<file path="src/rtl/core/stcrt_pkg.sv">
// ----------------------------------------------------------------------------
// stcrt_pkg
// Types, codes and sizes shared by the stale channel refresh table.
// ----------------------------------------------------------------------------
`default_nettype none

package stcrt_pkg;

   // Table geometry.
   localparam int TABLE_ENTRIES = 16;
   localparam int VALUE_BITS    = 64;
   localparam int IDX_BITS      = (TABLE_ENTRIES > 1) ? $clog2(TABLE_ENTRIES) : 1;
   localparam int CNT_BITS      = $clog2(TABLE_ENTRIES + 1);

   // Field widths.
   localparam int CMD_BITS      = 3;
   localparam int CHAN_BITS     = 16;
   localparam int TIME_BITS     = 64;
   localparam int WORD_BITS     = 64;
   localparam int KIND_BITS     = 2;
   localparam int COUNT_BITS    = 5;

   // Configuration port.
   localparam int CSR_ADDR_BITS = 4;
   localparam int CSR_DATA_BITS = 64;
   localparam int INTERVAL_BITS = 63;
   localparam logic [INTERVAL_BITS-1:0] INTERVAL_RESET = INTERVAL_BITS'(1000000000);
   localparam logic REG_REPEAT_INTERVAL = 1'b0;

   // Command codes.
   localparam logic [CMD_BITS-1:0] CMD_WRITE  = 3'd0;
   localparam logic [CMD_BITS-1:0] CMD_POLL   = 3'd1;
   localparam logic [CMD_BITS-1:0] CMD_FORGET = 3'd2;
   localparam logic [CMD_BITS-1:0] CMD_CLEAR  = 3'd3;
   localparam logic [CMD_BITS-1:0] CMD_QUERY  = 3'd4;

   // Result kinds.
   localparam logic [KIND_BITS-1:0] KIND_FORWARD = 2'd0;
   localparam logic [KIND_BITS-1:0] KIND_REEMIT  = 2'd1;
   localparam logic [KIND_BITS-1:0] KIND_DONE    = 2'd2;
   localparam logic [KIND_BITS-1:0] KIND_STATUS  = 2'd3;

   typedef struct packed {
      logic [CMD_BITS-1:0]         command;
      logic [CHAN_BITS-1:0]        channel;
      logic signed [TIME_BITS-1:0] time_ns;
      logic [WORD_BITS-1:0]        sample_value;
      logic                        end_of_batch;
   } req_type;

   typedef struct packed {
      logic [KIND_BITS-1:0]        kind;
      logic [CHAN_BITS-1:0]        out_channel;
      logic signed [TIME_BITS-1:0] out_time_ns;
      logic [WORD_BITS-1:0]        out_value;
      logic [COUNT_BITS-1:0]       reemit_count;
      logic                        is_present;
      logic                        table_full;
      logic                        last;
   } rsp_type;

   typedef enum logic [2:0] {
      ST_IDLE,
      ST_SCAN,
      ST_POLL_SCAN,
      ST_POLL_AGE,
      ST_POLL_CHECK,
      ST_RESULT
   } state_type;

endpackage

`default_nettype wire

</file>
<file path="src/rtl/core/stale_channel_refresh_table.sv">
// ----------------------------------------------------------------------------
// stale_channel_refresh_table
// Tracks the last sample of up to TABLE_ENTRIES channels and re-emits stale ones.
// ----------------------------------------------------------------------------
// Commands enter on the req_ channel (valid/ready) and results leave on the
// rsp_ channel (valid/ready); the final result of each item carries last.
// The repeat interval is written through the APB-style port at address 0.
//
// One table sequencer walks the entries one per cycle, so timing is set by
// that sweep. A write that is not the end of a batch, clear and unused codes
// go straight to the result. A write that ends a batch, forget and query
// sweep all entries once. A poll with n tracked channels makes n + 1 passes
// over all entries, with an age check after each pass that finds a channel,
// and then gives the done result. req_ready is high only while the sequencer
// is idle.
//
// The result sits in an output register; when the receiver stalls, the
// sequencer halts at its next result until the register is freed.
// Reset clears every valid bit, the sequencer and the output valid flag, and
// loads the default repeat interval; entry payloads are not cleared.
// ----------------------------------------------------------------------------
`default_nettype none

module stale_channel_refresh_table (
   input  wire                                   clock,
   input  wire                                   reset,
   input  wire                                   req_valid,
   output logic                                  req_ready,
   input  wire  stcrt_pkg::req_type              req_payload,
   output logic                                  rsp_valid,
   input  wire                                   rsp_ready,
   output stcrt_pkg::rsp_type                    rsp_payload,
   input  wire                                   psel,
   input  wire                                   penable,
   input  wire                                   pwrite,
   input  wire  [stcrt_pkg::CSR_ADDR_BITS-1:0]   paddr,
   input  wire  [stcrt_pkg::CSR_DATA_BITS-1:0]   pwdata,
   output logic [stcrt_pkg::CSR_DATA_BITS-1:0]   prdata,
   output logic                                  pready
);

   localparam int N  = stcrt_pkg::TABLE_ENTRIES;
   localparam int IB = stcrt_pkg::IDX_BITS;
   localparam int CB = stcrt_pkg::CNT_BITS;
   localparam int VB = stcrt_pkg::VALUE_BITS;
   localparam int TB = stcrt_pkg::TIME_BITS;

   // Table storage.
   logic [N-1:0]                        valid_ff, valid_in;
   logic [stcrt_pkg::CHAN_BITS-1:0]     chan_mem [N];
   logic [TB-1:0]                       act_mem  [N];
   logic [VB-1:0]                       val_mem  [N];
   logic [stcrt_pkg::CHAN_BITS-1:0]     chan_rd_ff;
   logic [TB-1:0]                       act_rd_ff;
   logic [VB-1:0]                       val_rd_ff;

   // Sequencer and latched item.
   stcrt_pkg::state_type                state_ff, state_in;
   logic [stcrt_pkg::CMD_BITS-1:0]      cmd_ff, cmd_in;
   logic [stcrt_pkg::CHAN_BITS-1:0]     chan_ff, chan_in;
   logic [TB-1:0]                       time_ff, time_in;
   logic [VB-1:0]                       value_ff, value_in;
   logic [CB-1:0]                       idx_ff, idx_in;
   logic                                hit_ff, hit_in;
   logic [IB-1:0]                       hit_idx_ff, hit_idx_in;
   logic                                free_ff, free_in;
   logic [IB-1:0]                       free_idx_ff, free_idx_in;
   logic                                best_ff, best_in;
   logic [IB-1:0]                       best_idx_ff, best_idx_in;
   logic [stcrt_pkg::CHAN_BITS-1:0]     best_chan_ff, best_chan_in;
   logic                                prev_valid_ff, prev_valid_in;
   logic [stcrt_pkg::CHAN_BITS-1:0]     prev_ff, prev_in;
   logic [stcrt_pkg::COUNT_BITS-1:0]    count_ff, count_in;
   logic                                full_ff, full_in;
   logic                                present_ff, present_in;
   logic [TB:0]                         age_ff, age_in;

   // Output register and configuration.
   logic                                rsp_valid_ff, rsp_valid_in;
   stcrt_pkg::rsp_type                  rsp_ff, rsp_in;
   logic [stcrt_pkg::INTERVAL_BITS-1:0] interval_ff, interval_in;

   // Combinational helpers.
   logic                                accept;
   logic                                slot_free;
   logic                                scan_done;
   logic [IB-1:0]                       scan_idx;
   logic                                stale;
   logic                                emit;
   stcrt_pkg::rsp_type                  emit_data;
   logic                                tbl_we;
   logic [IB-1:0]                       tbl_waddr;
   logic                                act_we;
   logic                                csr_write;

   assign accept    = req_valid && req_ready;
   assign slot_free = !rsp_valid_ff || rsp_ready;
   assign scan_done = (idx_ff == CB'(N));
   assign scan_idx  = idx_ff[IB-1:0];

   // An entry is stale when its age is non-negative and at least the interval.
   assign stale = !age_ff[TB] && (age_ff[TB-1:0] >= {1'b0, interval_ff});

   assign req_ready   = (state_ff == stcrt_pkg::ST_IDLE);
   assign rsp_valid   = rsp_valid_ff;
   assign rsp_payload = rsp_ff;

   // Configuration port.
   assign pready    = 1'b1;
   assign csr_write = psel && penable && pwrite
                      && (paddr[3] == stcrt_pkg::REG_REPEAT_INTERVAL);
   assign interval_in = csr_write ? pwdata[stcrt_pkg::INTERVAL_BITS-1:0] : interval_ff;

   always_comb begin
      if (paddr[3] == stcrt_pkg::REG_REPEAT_INTERVAL) begin
         prdata = {1'b0, interval_ff};
      end else begin
         prdata = '0;
      end
   end

   // Next state.
   always_comb begin
      state_in = state_ff;
      unique case (state_ff)
         stcrt_pkg::ST_IDLE: begin
            if (req_valid) begin
               unique case (req_payload.command) inside
                  stcrt_pkg::CMD_WRITE: begin
                     state_in = req_payload.end_of_batch ? stcrt_pkg::ST_SCAN
                                                         : stcrt_pkg::ST_RESULT;
                  end
                  stcrt_pkg::CMD_POLL: begin
                     state_in = stcrt_pkg::ST_POLL_SCAN;
                  end
                  stcrt_pkg::CMD_FORGET, stcrt_pkg::CMD_QUERY: begin
                     state_in = stcrt_pkg::ST_SCAN;
                  end
                  default: begin
                     state_in = stcrt_pkg::ST_RESULT;
                  end
               endcase
            end
         end
         stcrt_pkg::ST_SCAN: begin
            if (scan_done) begin
               state_in = stcrt_pkg::ST_RESULT;
            end
         end
         stcrt_pkg::ST_POLL_SCAN: begin
            if (scan_done) begin
               state_in = best_ff ? stcrt_pkg::ST_POLL_AGE : stcrt_pkg::ST_RESULT;
            end
         end
         stcrt_pkg::ST_POLL_AGE: begin
            state_in = stcrt_pkg::ST_POLL_CHECK;
         end
         stcrt_pkg::ST_POLL_CHECK: begin
            if (!stale || slot_free) begin
               state_in = stcrt_pkg::ST_POLL_SCAN;
            end
         end
         stcrt_pkg::ST_RESULT: begin
            if (slot_free) begin
               state_in = stcrt_pkg::ST_IDLE;
            end
         end
         default: begin
            state_in = stcrt_pkg::ST_IDLE;
         end
      endcase
   end

   // Datapath and result generation.
   always_comb begin
      valid_in      = valid_ff;
      cmd_in        = cmd_ff;
      chan_in       = chan_ff;
      time_in       = time_ff;
      value_in      = value_ff;
      idx_in        = idx_ff;
      hit_in        = hit_ff;
      hit_idx_in    = hit_idx_ff;
      free_in       = free_ff;
      free_idx_in   = free_idx_ff;
      best_in       = best_ff;
      best_idx_in   = best_idx_ff;
      best_chan_in  = best_chan_ff;
      prev_valid_in = prev_valid_ff;
      prev_in       = prev_ff;
      count_in      = count_ff;
      full_in       = full_ff;
      present_in    = present_ff;
      age_in        = age_ff;
      emit          = 1'b0;
      emit_data     = '0;
      tbl_we        = 1'b0;
      tbl_waddr     = hit_ff ? hit_idx_ff : free_idx_ff;
      act_we        = 1'b0;

      unique case (state_ff)
         stcrt_pkg::ST_IDLE: begin
            if (accept) begin
               cmd_in        = req_payload.command;
               chan_in       = req_payload.channel;
               time_in       = req_payload.time_ns;
               value_in      = req_payload.sample_value[VB-1:0];
               idx_in        = '0;
               hit_in        = 1'b0;
               free_in       = 1'b0;
               best_in       = 1'b0;
               prev_valid_in = 1'b0;
               count_in      = '0;
               full_in       = 1'b0;
               present_in    = 1'b0;
               if (req_payload.command == stcrt_pkg::CMD_CLEAR) begin
                  valid_in = '0;
               end
            end
         end
         stcrt_pkg::ST_SCAN: begin
            if (!scan_done) begin
               idx_in = idx_ff + CB'(1);
               if (valid_ff[scan_idx] && (chan_rd_ff == chan_ff)) begin
                  hit_in     = 1'b1;
                  hit_idx_in = scan_idx;
               end
               if (!valid_ff[scan_idx] && !free_ff) begin
                  free_in     = 1'b1;
                  free_idx_in = scan_idx;
               end
            end else begin
               unique case (cmd_ff) inside
                  stcrt_pkg::CMD_WRITE: begin
                     if (hit_ff || free_ff) begin
                        tbl_we              = 1'b1;
                        valid_in[tbl_waddr] = 1'b1;
                     end else begin
                        full_in = 1'b1;
                     end
                  end
                  stcrt_pkg::CMD_FORGET: begin
                     if (hit_ff) begin
                        valid_in[hit_idx_ff] = 1'b0;
                     end
                     present_in = hit_ff;
                  end
                  default: begin
                     present_in = hit_ff;
                  end
               endcase
            end
         end
         stcrt_pkg::ST_POLL_SCAN: begin
            // Each pass finds the smallest tracked channel above the last one.
            if (!scan_done) begin
               idx_in = idx_ff + CB'(1);
               if (valid_ff[scan_idx] && (!prev_valid_ff || (chan_rd_ff > prev_ff))
                   && (!best_ff || (chan_rd_ff < best_chan_ff))) begin
                  best_in      = 1'b1;
                  best_idx_in  = scan_idx;
                  best_chan_in = chan_rd_ff;
               end
            end
         end
         stcrt_pkg::ST_POLL_AGE: begin
            age_in = {time_ff[TB-1], time_ff} - {act_rd_ff[TB-1], act_rd_ff};
         end
         stcrt_pkg::ST_POLL_CHECK: begin
            if (!stale || slot_free) begin
               prev_in       = best_chan_ff;
               prev_valid_in = 1'b1;
               best_in       = 1'b0;
               idx_in        = '0;
               if (stale) begin
                  act_we                = 1'b1;
                  count_in              = count_ff + stcrt_pkg::COUNT_BITS'(1);
                  emit                  = 1'b1;
                  emit_data.kind        = stcrt_pkg::KIND_REEMIT;
                  emit_data.out_channel = best_chan_ff;
                  emit_data.out_time_ns = time_ff;
                  emit_data.out_value   = stcrt_pkg::WORD_BITS'(val_rd_ff);
               end
            end
         end
         stcrt_pkg::ST_RESULT: begin
            if (slot_free) begin
               emit           = 1'b1;
               emit_data.last = 1'b1;
               unique case (cmd_ff) inside
                  stcrt_pkg::CMD_WRITE: begin
                     emit_data.kind        = stcrt_pkg::KIND_FORWARD;
                     emit_data.out_channel = chan_ff;
                     emit_data.out_time_ns = time_ff;
                     emit_data.out_value   = stcrt_pkg::WORD_BITS'(value_ff);
                     emit_data.table_full  = full_ff;
                  end
                  stcrt_pkg::CMD_POLL: begin
                     emit_data.kind         = stcrt_pkg::KIND_DONE;
                     emit_data.reemit_count = count_ff;
                  end
                  default: begin
                     emit_data.kind       = stcrt_pkg::KIND_STATUS;
                     emit_data.is_present = present_ff;
                  end
               endcase
            end
         end
         default: begin
         end
      endcase
   end

   always_comb begin
      if (emit) begin
         rsp_valid_in = 1'b1;
         rsp_in       = emit_data;
      end else begin
         rsp_valid_in = rsp_valid_ff && !rsp_ready;
         rsp_in       = rsp_ff;
      end
   end

   // Control registers.
   always_ff @(posedge clock) begin
      if (reset) begin
         state_ff     <= stcrt_pkg::ST_IDLE;
         valid_ff     <= '0;
         rsp_valid_ff <= 1'b0;
         interval_ff  <= stcrt_pkg::INTERVAL_RESET;
      end else begin
         state_ff     <= state_in;
         valid_ff     <= valid_in;
         rsp_valid_ff <= rsp_valid_in;
         interval_ff  <= interval_in;
      end
   end

   // Payload registers.
   always_ff @(posedge clock) begin
      cmd_ff        <= cmd_in;
      chan_ff       <= chan_in;
      time_ff       <= time_in;
      value_ff      <= value_in;
      idx_ff        <= idx_in;
      hit_ff        <= hit_in;
      hit_idx_ff    <= hit_idx_in;
      free_ff       <= free_in;
      free_idx_ff   <= free_idx_in;
      best_ff       <= best_in;
      best_idx_ff   <= best_idx_in;
      best_chan_ff  <= best_chan_in;
      prev_valid_ff <= prev_valid_in;
      prev_ff       <= prev_in;
      count_ff      <= count_in;
      full_ff       <= full_in;
      present_ff    <= present_in;
      age_ff        <= age_in;
      rsp_ff        <= rsp_in;
   end

   // Table entries. Reads use the next scan index and the next best slot, so
   // the registered data lines up with the cycle that uses it.
   always_ff @(posedge clock) begin
      if (tbl_we) begin
         chan_mem[tbl_waddr] <= chan_ff;
         act_mem[tbl_waddr]  <= time_ff;
         val_mem[tbl_waddr]  <= value_ff;
      end
      if (act_we) begin
         act_mem[best_idx_ff] <= time_ff;
      end
      chan_rd_ff <= chan_mem[idx_in[IB-1:0]];
      act_rd_ff  <= act_mem[best_idx_in];
      val_rd_ff  <= val_mem[best_idx_in];
   end

endmodule

`default_nettype wire
</file>
<file path="config.mk">
export PLATFORM = sky130hd
export DESIGN_NAME = stale_channel_refresh_table
export DESIGN_NICKNAME = d
export VERILOG_FILES = /design/src/rtl/core/stcrt_pkg.sv /design/src/rtl/core/stale_channel_refresh_table.sv
export SDC_FILE = /design/constraint.sdc
export NUM_CORES = 2
export LEC_CHECK = 0
export CORE_MARGIN = 1
export CORE_UTILIZATION = 49
export CTS_CLUSTER_DIAMETER = 150
export DETAILED_ROUTE_END_ITERATION = 12
export DONT_BUFFER_PORTS = 1
export GPL_TIMING_DRIVEN = 1
export PLACE_DENSITY = 0.69
export RECOVER_POWER = 100
export SLEW_MARGIN = 10
export SYNTH_ARGS = -nofsm -noshare
export SYNTH_HDL_FRONTEND = slang
export SYNTH_SLANG_ARGS = --single-unit
</file>
<file path="constraint.sdc">
create_clock -name clock -period 8.95 [get_ports clock]
set_input_delay 1.3425 -clock clock [delete_from_list [all_inputs] [get_ports clock]]
set_output_delay 1.3425 -clock clock [all_outputs]
set_load 0.005 [all_outputs]
</file>
# ---- Yosys cells after proc, flatten, opt, wreduce, memory -nomap -nowiden
# Memory sizes are Yosys's and may differ from the RTL's. A register that Yosys moved wholly into a read port is not among the register bits.
# Index checks and enable logic that the tools add are counted.
dict set report op_classes {
  n_addsub 3
  magnitude_cmp 8
  bitwise_logic 7
  muxes 81
  n_eq_ne 33
  n_reduce_logical 54
}
# cell count
set op_table {}
lappend op_table {{case mux 146 bit (2 select lines)} 1}
lappend op_table {{2-to-1 mux 145 bit} 2}
lappend op_table {{2-to-1 mux 154 bit} 1}
lappend op_table {{2-to-1 mux 144 bit} 1}
lappend op_table {{2-to-1 mux 16 bit} 5}
lappend op_table {{subtractor 64 x 64 -> 65 bit} 1}
lappend op_table {{greater-or-equal comparator 64 x 63 -> 1 bit} 1}
lappend op_table {{2-to-1 mux 64 bit} 1}
lappend op_table {{case mux 16 bit (2 select lines)} 2}
lappend op_table {{OR reduction 64 bit} 1}
lappend op_table {{2-to-1 mux 63 bit} 1}
lappend op_table {{2-to-1 mux 5 bit} 7}
lappend op_table {{2-to-1 mux 1 bit} 33}
lappend op_table {{inequality test 2 bit, second input constant} 15}
lappend op_table {{2-to-1 mux 3 bit} 7}
lappend op_table {{2-to-1 mux 4 bit} 5}
lappend op_table {{AND reduction 4 bit} 5}
lappend op_table {{case mux 3 bit (6 select lines)} 1}
lappend op_table {{AND reduction 3 bit} 6}
lappend op_table {{bitwise AND 16 bit} 1}
lappend op_table {{equality test 16 bit} 1}
lappend op_table {{greater-than comparator 16 bit} 1}
lappend op_table {{less-than comparator 16 bit} 1}
lappend op_table {{inverter 16 bit} 1}
lappend op_table {{other kinds (30)} 85}
dict set report word_totals {
  wordCells 220
  in_bits 223
  register_bits 509
  ramBits 2304
  mem_count 3
  output_inout_bits 221
}
# memory words width rd rd_clocked_by_memory_dff write_ports line_no
set memory_table {}
lappend memory_table {act_mem 16 64 1 1 1 stale_channel_refresh_table.sv:51} ;# logic [TB-1:0] act_mem [N];
lappend memory_table {val_mem 16 64 1 1 1 stale_channel_refresh_table.sv:52} ;# logic [VB-1:0] val_mem [N];
lappend memory_table {chan_mem 16 16 1 1 1 stale_channel_refresh_table.sv:50} ;# logic [stcrt_pkg::CHAN_BITS-1:0] chan_mem [N];

# ---- Depth between registers and ports, before layout
dict set report logic_depth {
  word_depth 10
  depth_mapped 18
  ltp_nobuf 14
}

# ---- Worst setup path after synthesis
# OpenSTA, ideal clock, no wires.
dict set report synth_path {
  path_type {register to register}
  from {register age_ff[45]}
  to {register rsp_ff (netlist bit rsp_payload[0]), enable pin}
  setup_ps 542
  path_slack_ps 2373
  arrival_time_ps 6034
  path_stages_with_launch 12
  n_path_buf 1
  t_required_ps 8408
  path_cell_list {edfxtp_1 > ha_1 > nand4_1 > or4_1 > or2_2 > o22ai_1 > nor3_1 > inv_1 > a21o_1 > and3_1 > clkbuf_1 > nand2b_1}
}
dict set report synth_via {
  elab_chain_cells 6
  word_cells_on_any_way 7
}
# element line_no
set synth_rtl {}
lappend synth_rtl {{start: declaration} stale_channel_refresh_table.sv:76} ;# logic [TB:0] age_ff, age_in;
lappend synth_rtl {{start signal: assignment} stale_channel_refresh_table.sv:358} ;# age_ff <= age_in;
lappend synth_rtl {{greater-or-equal comparator 64 x 63 -> 1 bit *} stale_channel_refresh_table.sv:102} ;# assign stale = !age_ff[TB] && (age_ff[TB-1:0] >= {1'b0, interval_ff});
lappend synth_rtl {{logical AND 1 bit *} stale_channel_refresh_table.sv:102}
lappend synth_rtl {{zero test 1 bit} stale_channel_refresh_table.sv:270} ;# if (!stale || slot_free) begin
lappend synth_rtl {{logical OR 1 bit} stale_channel_refresh_table.sv:270}
lappend synth_rtl {{2-to-1 mux 1 bit *} stale_channel_refresh_table.sv:270}
lappend synth_rtl {{case mux 1 bit (2 select lines) *} stale_channel_refresh_table.sv:201} ;# unique case (state_ff)
lappend synth_rtl {{named net emit} stale_channel_refresh_table.sv:89} ;# logic emit;
lappend synth_rtl {{end signal: assignment} stale_channel_refresh_table.sv:359} ;# rsp_ff <= rsp_in;
lappend synth_rtl {{end: declaration} stale_channel_refresh_table.sv:80} ;# stcrt_pkg::rsp_type rsp_ff, rsp_in;
# The timed path passes the listed nets; every way through them passes the cells marked *.
# A chain may end at the register's enable or synchronous reset.

# ---- Worst setup path in the final report
dict set report layout_path {
  from {register idx_ff[2]}
  to {register act_rd_ff[11] (read register of act_mem)}
}
dict set report layout_via {
  elab_chain_cells 7
  word_cells_on_any_way 8
}
# element line_no
set layout_rtl {}
lappend layout_rtl {{start: declaration} stale_channel_refresh_table.sv:63} ;# logic [CB-1:0] idx_ff, idx_in;
lappend layout_rtl {{start signal: assignment} stale_channel_refresh_table.sv:345} ;# idx_ff <= idx_in;
lappend layout_rtl {{binary-select mux 1 bit (select 4 bit)} stale_channel_refresh_table.sv:258} ;# if (valid_ff[scan_idx] && (!prev_valid_ff || (chan_rd_ff > prev_ff))
lappend layout_rtl {{2-to-1 mux 1 bit (not written as such)} stale_channel_refresh_table.sv:258}
lappend layout_rtl {{logical AND 1 bit} stale_channel_refresh_table.sv:258}
lappend layout_rtl {{logical AND 1 bit} stale_channel_refresh_table.sv:259} ;# && (!best_ff || (chan_rd_ff < best_chan_ff))) begin
lappend layout_rtl {{2-to-1 mux 4 bit} stale_channel_refresh_table.sv:258}
lappend layout_rtl {{2-to-1 mux 4 bit *} stale_channel_refresh_table.sv:256} ;# if (!scan_done) begin
lappend layout_rtl {{2-to-1 mux 4 bit *} stale_channel_refresh_table.sv:201}
lappend layout_rtl {{named net best_idx_in[3]} stale_channel_refresh_table.sv:69} ;# logic [IB-1:0] best_idx_ff, best_idx_in;
lappend layout_rtl {{end: declaration} stale_channel_refresh_table.sv:54} ;# logic [TB-1:0] act_rd_ff;
# The timed path passes the listed nets; every way through them passes the cells marked *. The select of a mux whose other input is x is not followed.

==> results.yml <==
detailed_routing:
  drt_iter0_markers: 9623
  wl_per_cell_microns: 25.3
  wirelength_mm: 313
  dr.pass1.iters: 6
  drtAntennaViolNets: 0
  viasPerCell: 5.97
  drc: 0
  num_vias: 73600
sta:
  worst-slew-pin-transition_ps: 6510
  max_slew_margin_pct: -334
  fin_tns_setup_ps: 0
  fin_hold_ws_ps: 450
  fin_crit_ps: 7370
  period_share_pct: 82.3
  fmax_mhz: 136
  setup_violations: 0
  skew_ps: 106
  slew_violations: 1919
  report.final.hold_viol_count: 0
  grt_setup_unrepaired: "no"
synth:
  yosysTopAreaCell: "edfxtp_1"
  ys_ff_latch: 2957
  synth_ff_type: "edfxtp_1"
  avgSynthCellArea_sq_um: 13.0
  yosysMostFrequentCell: "edfxtp_1"
  ys_async_sr_fraction_pct: 0
  syn-instance-count: 8997
  seq_area_frac_synth_pct: 73.9
  synth_edf_count: 2722
  synth_area_sq_mm: 0.117
  synth.area.top_cells: "edfxtp_1 70%, nand2_1 7.2%, nand3_1 6.3%"
  synth_nets: 9382
  netlist_top_cells_count: "2722 x edfxtp_1, 2227 x nand2_1, 1474 x nand3_1"
  synth_top_area_share_pct: 69.9
  yosysWarnings: 0
  yosys.cell_types.count: 75
worst_setup_path:
  crit_family: "simple AND/OR/NAND/NOR gates"
  critPathMaxFanout: 100
  cp_num_buf_inv: 4
  required_ps: 9780
  critPathArrivalTime_ps: 8200
  crit_slowest_cell: "nor2_1"
  slowest_delay_ps: 1610
  endpoint_kind: "register"
  crit_path_cell_trace: "clkbuf_1 -> mux4_2 -> mux4_2 -> and2b_1 -> nand3_1 -> mux2i_2 -> clkbuf_1 -> inv_2 -> nor2_1 -> buf_12 -> nand3_1 -> nand4_1"
  cp-start-kind: "register"
  critPathKind: "reg2reg"
die:
  fp.dieArea_sq_mm: 0.241
  initial_utilization_pct: 49.5
  core_area_sq_mm: 0.236
  ios: 444
  die-width_microns: 490
  die_y_microns: 490
  rows: 178
grt:
  grt.total_usage_pct: 25.4
  grt_antenna_before_repair: 64
  grt_max_degree: 185
  first_global_vias: 70100
  grt_pass1_wl_mm: 455
  grt_overflow: 0
min_path:
  holdCritPathClass: "reg2reg"
placement:
  port_buffers: 0
  dp_hpwl_mm: 171
  placed_cells: 11800
  gp_congestion: 0.900
  placed_area_sq_mm: 0.120
power_and_ir_drop:
  vdd_ir_drop_max_v: 0.000248
  leakagePower_nw: 44.4
  p_total_mw: 34.2
  p_per_area_mw_per_mm2: 263
clock_tree:
  insertion_delay_ps: 980
  cts_buffers: 319
  cts_resized: 0
  ctsHoldBuffers: 0
  cts_sinks: 2957
  clockRootBuffer: "clkbuf_16"
  post-cts-setup-buffers: 0
  cts_tree: "yes"
  cts_buffer_depth: 4
  cts_max_level: 5
  path_clk_slew_ps: 60
final_layout:
  layout.cells.non_filler: 12300
  multi_input_area_sq_mm: 0.0278
  ff_latch_area_sq_mm: 0.0864
  drive_gt1_share_pct: 6.74
  fillCellCount: 18700
  design_area_sq_mm: 0.130
  layout.nets: 9316
  synthToLayoutAreaGrowth_pct: 11.2
status:
  status: "finished, violations left"
  violations: "capacitance limit, slew limit"
flow_run:
  drv_cap: 44
cell type report:
cell class,count,share of cell area (%)
antenna,21,0.0404
clock buffer,421,6.68
clock inverter,140,1.04
inverter,223,0.673
multi-input combinational,5309,21.4
sequential,2957,66.5
tap,3150,3.03
timing repair buffer,121,0.700
per-stage QoR:
step                utilization (%)  worst slack, ps
finish                         55.0             1580
global route                   55.0             1320
CTS                            55.1             3000
detailed placement             50.9             3040
global placement               50.9             3100
floorplan                         -             2370
registers in the layout, indices dropped and copies added (netlist names), 63 cells and up:
| register | flops |
|---|---|
| act_mem | 1024 |
| val_mem | 1024 |
| chan_mem | 256 |
| rsp_payload | 154 |
| age_ff | 65 |
| act_rd_ff | 64 |
| time_ff | 64 |
| val_rd_ff | 64 |
| value_ff | 64 |
| interval_ff | 63 |
worst paths after layout:
path	endpoint	cells after the start	slack, ps	start
hold / removal	interval_ff[3]	2	450	interval_ff[3]
setup reg to reg	act_rd_ff[11]	12	1580	idx_ff[2]
setup / recovery	act_rd_ff[11]	12	1580	idx_ff[2]
hold reg to reg	interval_ff[3]	2	450	interval_ff[3]
cell usage in the layout (no fill, tap or decap), drive strengths merged, types with 25 or more instances in the layout:
cell      count
xnor2        52
xor2         27
clkinvlp     29
a22o         82
clkinv       94
a21oi       283
inv         218
o21ai        89
nand3      1475
nand2b       25
nor2b        81
mux2i       108
edfxtp     2722
ha          161
a21o         41
a221o        56
nor3         27
a211oi       40
nand4       161
clkbuf      471
nand2      2227
buf          71
nor2        155
dfxtp       235
cells by family (layout without fill, tap and decap cells):
family | Yosys count | count (layout) | synth area share [%]
AOI/OAI and AO/OA | 722 | 722 | 4.10
xor gates and xnor gates | 79 | 79 | 0.592
adders and majority gates | 162 | 162 | 1.74
buffers and inverters | 731 | 905 | 2.51
DFF | 2957 | 2957 | 73.9
muxes | 122 | 122 | 1.18
other | 2 | 23 | 0.00642
and+or+nand+nor | 4222 | 4222 | 15.9
worst register-to-register path, delay by kind of cell (launching register included):
family                 cells  cell delay [ps]
AND/OR/NAND/NOR            5             2960
buffers and inverters      4             2760
multiplexers               3             1300
flip-flops                 1              300
routing by layer:
layer / part of all wire, % / vias up / GRT usage [%]
met1: 41 / 36500 / 36.0
met3: 11 / 654 / 5.73
met4: 3.5 / 38 / 9.22
li1: - / 32600 / -
met2: 45 / 3827 / 38.4
met5: 0.080 / - / 0
where the power goes:
group / total [mW] / internal (mW) / switching [mW]
Combinational: 3.96 / 1.22 / 2.74
Clock: 12.7 / 7.46 / 5.26
Sequential: 17.5 / 16.5 / 0.981
Total: 34.2 / 25.2 / 8.98
No activity file was read; power rests on OpenSTA's default activity.
